File: src/design/mandelbrot_escape_time_core_assert.svh
// Assertion macros for the escape-time core.
// Taken in by the top level with a plain include; no other dependencies.
`ifndef MANDELBROT_ESCAPE_TIME_CORE_ASSERT_SVH
`define MANDELBROT_ESCAPE_TIME_CORE_ASSERT_SVH

`ifndef NO_ASSERTIONS
// ante implies cons in the same cycle
`define MET_ASSERT_SAME(label, clk, rst, ante, cons, msg) \
   label: assert property (@(posedge clk) disable iff (rst) (ante) |-> (cons)) \
      else $error(msg);
// ante implies cons in the next cycle
`define MET_ASSERT_NEXT(label, clk, rst, ante, cons, msg) \
   label: assert property (@(posedge clk) disable iff (rst) (ante) |=> (cons)) \
      else $error(msg);
`else
`define MET_ASSERT_SAME(label, clk, rst, ante, cons, msg)
`define MET_ASSERT_NEXT(label, clk, rst, ante, cons, msg)
`endif

`endif

File: src/design/met_pkg.sv
// Shared types and constants for the escape-time core.
// Used by met_cell, met_gray and mandelbrot_escape_time_core.
package met_pkg;

   localparam int FRAC_BITS = 28;
   localparam int C_W       = 32;
   // magnitude width of a z component that has not yet escaped (|z| <= 2)
   localparam int MW        = FRAC_BITS + 2;
   localparam int SQW       = 2 * MW;
   localparam int XW        = 2 * (MW + 1);
   // z after one step: |z*z| <= 4 plus the full range of c
   localparam int ZW        = ((FRAC_BITS + 2 > C_W - 1) ? FRAC_BITS + 2 : C_W - 1) + 2;

   localparam int CNT_W     = 16;
   localparam int SCALE_W   = 24;
   localparam int GRAY_W    = 8;
   localparam int PROD_W    = CNT_W + SCALE_W;

   localparam logic [SQW:0]    ESC_LIMIT  = (SQW + 1)'(1) << (2 * FRAC_BITS + 2);
   localparam logic [ZW-1:0]   MAG_BOUND  = ZW'(1) << (FRAC_BITS + 1);
   localparam logic [PROD_W:0] GRAY_BIAS  = (PROD_W + 1)'(66);

   localparam logic [CNT_W-1:0]   MAX_ITER_RESET   = CNT_W'(255);
   localparam logic [SCALE_W-1:0] GRAY_SCALE_RESET = SCALE_W'(65536);

   localparam int CSR_AW = 3;
   localparam int CSR_DW = 32;
   localparam logic REG_MAX_ITER   = 1'b0;
   localparam logic REG_GRAY_SCALE = 1'b1;

   // one pixel travelling round the ring
   typedef struct packed {
      logic                    valid;
      logic                    done;
      logic [CNT_W-1:0]        count;
      logic signed [C_W-1:0]   cr;
      logic signed [C_W-1:0]   ci;
      logic signed [ZW-1:0]    zr;
      logic signed [ZW-1:0]    zi;
   } tok_type;

   // a pixel between the product and update halves of a cell
   typedef struct packed {
      logic                    valid;
      logic                    done;
      logic                    bounded;
      logic [CNT_W-1:0]        count;
      logic signed [C_W-1:0]   cr;
      logic signed [C_W-1:0]   ci;
      logic [SQW-1:0]          sq_r;
      logic [SQW-1:0]          sq_i;
      logic signed [XW-1:0]    zprod;
   } prod_type;

endpackage

File: src/design/met_gray.sv
// Result stage: scales the step count to a gray level and holds the result.
// Depends on met_pkg for widths and the rounding bias.
module met_gray import met_pkg::*; (
   input  logic               clock,
   input  logic               reset,
   input  logic [SCALE_W-1:0] gray_scale,
   input  logic               in_valid,
   output logic               in_ready,
   input  logic [CNT_W-1:0]   in_count,
   output logic               rsp_valid,
   input  logic               rsp_stall,
   output logic [CNT_W-1:0]   rsp_iter_count,
   output logic [GRAY_W-1:0]  rsp_gray_level
);

   logic                prd_valid_ff, prd_valid_in;
   logic [CNT_W-1:0]    prd_count_ff, prd_count_in;
   logic [PROD_W-1:0]   prd_ff, prd_in;
   logic                out_valid_ff, out_valid_in;
   logic [CNT_W-1:0]    out_count_ff, out_count_in;
   logic [GRAY_W-1:0]   out_gray_ff, out_gray_in;
   logic                advance;
   logic [PROD_W:0]     biased;
   logic [PROD_W-16:0]  gray_wide;

   assign advance  = prd_valid_ff && (!out_valid_ff || !rsp_stall);
   assign in_ready = !prd_valid_ff || advance;

   always_comb begin
      prd_valid_in = prd_valid_ff;
      prd_count_in = prd_count_ff;
      prd_in       = prd_ff;
      if (in_valid && in_ready) begin
         prd_valid_in = 1'b1;
         prd_count_in = in_count;
         prd_in       = in_count * gray_scale;
      end else if (advance) begin
         prd_valid_in = 1'b0;
      end
   end

   always_comb begin
      biased    = {1'b0, prd_ff} + GRAY_BIAS;
      gray_wide = biased[PROD_W:16];
      out_valid_in = out_valid_ff;
      out_count_in = out_count_ff;
      out_gray_in  = out_gray_ff;
      if (advance) begin
         out_valid_in = 1'b1;
         out_count_in = prd_count_ff;
         // saturate
         out_gray_in  = (|gray_wide[PROD_W-16:GRAY_W]) ? '1 : gray_wide[GRAY_W-1:0];
      end else if (out_valid_ff && !rsp_stall) begin
         out_valid_in = 1'b0;
      end
   end

   always_ff @(posedge clock) begin
      prd_count_ff <= prd_count_in;
      prd_ff       <= prd_in;
      out_count_ff <= out_count_in;
      out_gray_ff  <= out_gray_in;
      if (reset) begin
         prd_valid_ff <= 1'b0;
         out_valid_ff <= 1'b0;
      end else begin
         prd_valid_ff <= prd_valid_in;
         out_valid_ff <= out_valid_in;
      end
   end

   assign rsp_valid      = out_valid_ff;
   assign rsp_iter_count = out_count_ff;
   assign rsp_gray_level = out_gray_ff;

endmodule

File: config.mk
export PLATFORM = sky130hd
export DESIGN_NAME = met_gray
export DESIGN_NICKNAME = d
export VERILOG_FILES = /design/src/design/mandelbrot_escape_time_core_assert.svh /design/src/design/met_pkg.sv /design/src/design/met_gray.sv
export SDC_FILE = /design/constraint.sdc
export NUM_CORES = 1
export LEC_CHECK = 0
export BUFFER_PORTS_ARGS = -buffer_cell sky130_fd_sc_hd__clkbuf_2
export CAP_MARGIN = 20
export CORE_ASPECT_RATIO = 0.9
export CORE_MARGIN = 1.5
export CORE_UTILIZATION = 48
export DETAILED_ROUTE_END_ITERATION = 10
export GPL_ROUTABILITY_DRIVEN = 1
export PLACE_DENSITY = 0.73
export SETUP_SLACK_MARGIN = 0.1
export SLEW_MARGIN = 40
export SYNTH_ARGS = -nofsm -noshare
export SYNTH_HDL_FRONTEND = slang
export SYNTH_SLANG_ARGS = --single-unit
File: constraint.sdc
create_clock -name clock -period 19.55 [get_ports clock]
set_input_delay 1.955 -clock clock [delete_from_list [all_inputs] [get_ports clock]]
set_output_delay 1.955 -clock clock [all_outputs]
set_load 0.02 [all_outputs]
==> impl_metrics.ini <==
[status]
run_status = finished clean

[final_layout]
seq_area_um2 = 2410
drive_above_1_share = 0.0589
antenna_cells = 0
multi_input_area_um2 = 11300
syn_to_final_growth_pct = 6.09
n_fill_cell = 2850
fin_util = 0.521
nNetsFinal = 2089

[sta]
fin_crit_sh = 0.411
fin_crit_ns = 8.04
hold_violations = 0
setup_tns_ns = 0
hold_ws_ns = 0.414
worst_pin_slew_ns = 0.743
fmax_mhz = 124
slew-limit-headroom = 0.505
setup_violations = 0
slew_violations = 0
worst_clock_skew_ns = 0.00486
rsz0062_at_grt = false

[setup_path]
slowest_delay_ns = 0.56
crit_family = adder cells
cp.required_ns = 19.70
cp_max_fo = 25
worstSetupPathType = in -> reg
critPathMostFrequentCell = fa_1
cp-start-kind = input pin
cp_cell_sequence = clkbuf_2 > nand2_1 > fa_1 > inv_1 > fa_1 > inv_1 > fa_1 > inv_1 > fa_1 > fa_1 > inv_1 > fa_1 > inv_1 > ha_1 > o21ai_0 > a21oi_1 > nand3_1 > o21ai_0 > o211ai_1 > and2_1 > o311ai_0
cp-end-kind = flip-flop
cpMaxStageDelayCell = fa_1
r2r_start = prd_ff[4]
path_buf_inv = 6
critPathLaunch = in_count[7]
critPathArrivalTime_ns = 8.19

[logic_synthesis]
synth_seq_cells = 81
async_flop_share = 0
synthMostInstantiatedCell = inv_1
ys_top_cells_by_area = fa_1, edfxtp_1, ha_1
synth_edf_count = 79
synth_top_area_share = 0.401
avgSynthCellArea_um2 = 9.49
ys_seq_area_frac = 0.158
synth_commonest_cells = inv_1, fa_1, nand2_1, and2_1, ha_1
syn_area_um2 = 15300
syn_inst = 1611
ys_types = 56
yosysTopAreaCell = fa_1
ys_warn_count = 0
synth_nets = 2073
ys.flop_type = edfxtp_1

[worst_hold_path]
hp-start = prd_count_ff[10]
min_path_type = reg -> reg

[clocking]
cts.sinks = 81
cts_buffer_depth = 2
cts.clk_slew.worst_paths_ns = 0.06
clk_latency_ns = 0.34
cts_hold_buf = 0
cts_setup_buffers = 0
cts_buffers = 9
clock-root-buffer = clkbuf_16
cts_resized = 0
cts_tree = yes
h-tree-depth = 3

[routing]
avgRoutedWirePerCell_um = 16.9
remaining_drc_errors = 0
ant_nets = 0
num_vias = 11100
drt_iter0_drc = 547
avgViaCountPerCell = 5.42
drt_first_pass_iters = 5
drt_wl_total_um = 34600

[floorplanning]
die_area_um2 = 32900
dieWidth_um = 191
core_um2 = 31100
fp-row-count = 61
initial_utilization = 0.491
chipHeight_um = 172
ioPinCount = 70

[global_routing]
grt_pass1_vias = 11800
grt_max_degree = 56
gr-total-overflow = 0
grt.total_usage = 0.224
grt_pass1_wl_um = 57900
grt_antenna_before_repair = 0

[job]
max_cap_viol_count = 0

[placement]
io_buffers = 69
dpl.hpwl_um = 27700
gp_congestion = 0.896
## registers in the layout (all words and copies together) (netlist names)
register and flops:
rsp_valid 1, prd_ff 39, prd_valid_ff 1, rsp_iter_count 16, rsp_gray_level 8, prd_count_ff 16
## layout make-up
type / instances / share of cell area
multi-input cells: 1119 / 0.699
flip-flops and latches: 81 / 0.149
inverters: 345 / 0.0798
well taps: 409 / 0.0315
repair buffers: 71 / 0.0222
clock buffers: 9 / 0.0139
clock inverters: 6 / 0.00517
## cells by family (layout without fill, tap and decap cells)
group	after synthesis	in the layout	synth area share
AO/OA/AOI/OAI	134	134	0.0560
XOR/XNOR	42	42	0.0241
adder cells (fa/ha/maj)	418	418	0.492
buffers and inverters	411	431	0.101
flip-flops	81	81	0.158
multiplexers	2	2	0.00131
AND/OR/NAND/NOR	523	523	0.168
## per-stage QoR
stage,std cells,setup slack (ns),cell area (µm²)
2_1_floorplan,1611,11.96,15300
3_3_place_gp,2025,11.37,15900
3_5_place_dp,2025,11.21,15900
4_1_cts,2040,11.59,16200
5_1_grt,2040,11.17,16200
6_report,2040,11.51,16200
## routing by layer
metal	wire, µm	track usage	vias up
met1	13700	0.277	5707
met5	0	0	-
met3	1790	0.0284	60
met4	1120	0.0846	0
li1	-	-	4940
met2	17900	0.402	349
## worst register-to-register path: stages, from the launching register on
cell and delay, ns:
edfxtp_1 0.32, and3_4 0.19, a31oi_4 0.12, nor4_4 0.50, nand3_1 0.19, mux2i_1 0.17
or4_2 0.61, nor4_4 0.40, nand2_1 0.12
## layout by cell type, fill, tap and decap left out, drive strengths merged, types with 5 or more instances in the layout
master,synthesis,layout
inv,345,345
nand2b,6,6
o21ai,23,23
a211oi,10,10
and2,162,162
clkbuf,64,78
a31oi,11,11
nand3,18,18
ha,112,112
fa,306,306
nor4,7,7
and3,5,5
xor2,14,14
xnor2,28,28
a21o,17,17
nor2,34,34
and4,6,6
nor3,8,8
nand2,262,262
nand4,5,5
edfxtp,79,79
a21oi,47,47
## path summary, 6_finish.rpt
check	end	cells past startpoint	slack [ns]
hold reg to reg	rsp_iter_count[10]	0	0.41
setup reg to reg	rsp_gray_level[0]	8	16.65
hold / removal	rsp_iter_count[10]	0	0.41
setup / recovery	prd_ff[38]	21	11.51
Power is not shown: default switching activity piles up to over one toggle a cycle in this logic, so the estimate is an artifact.
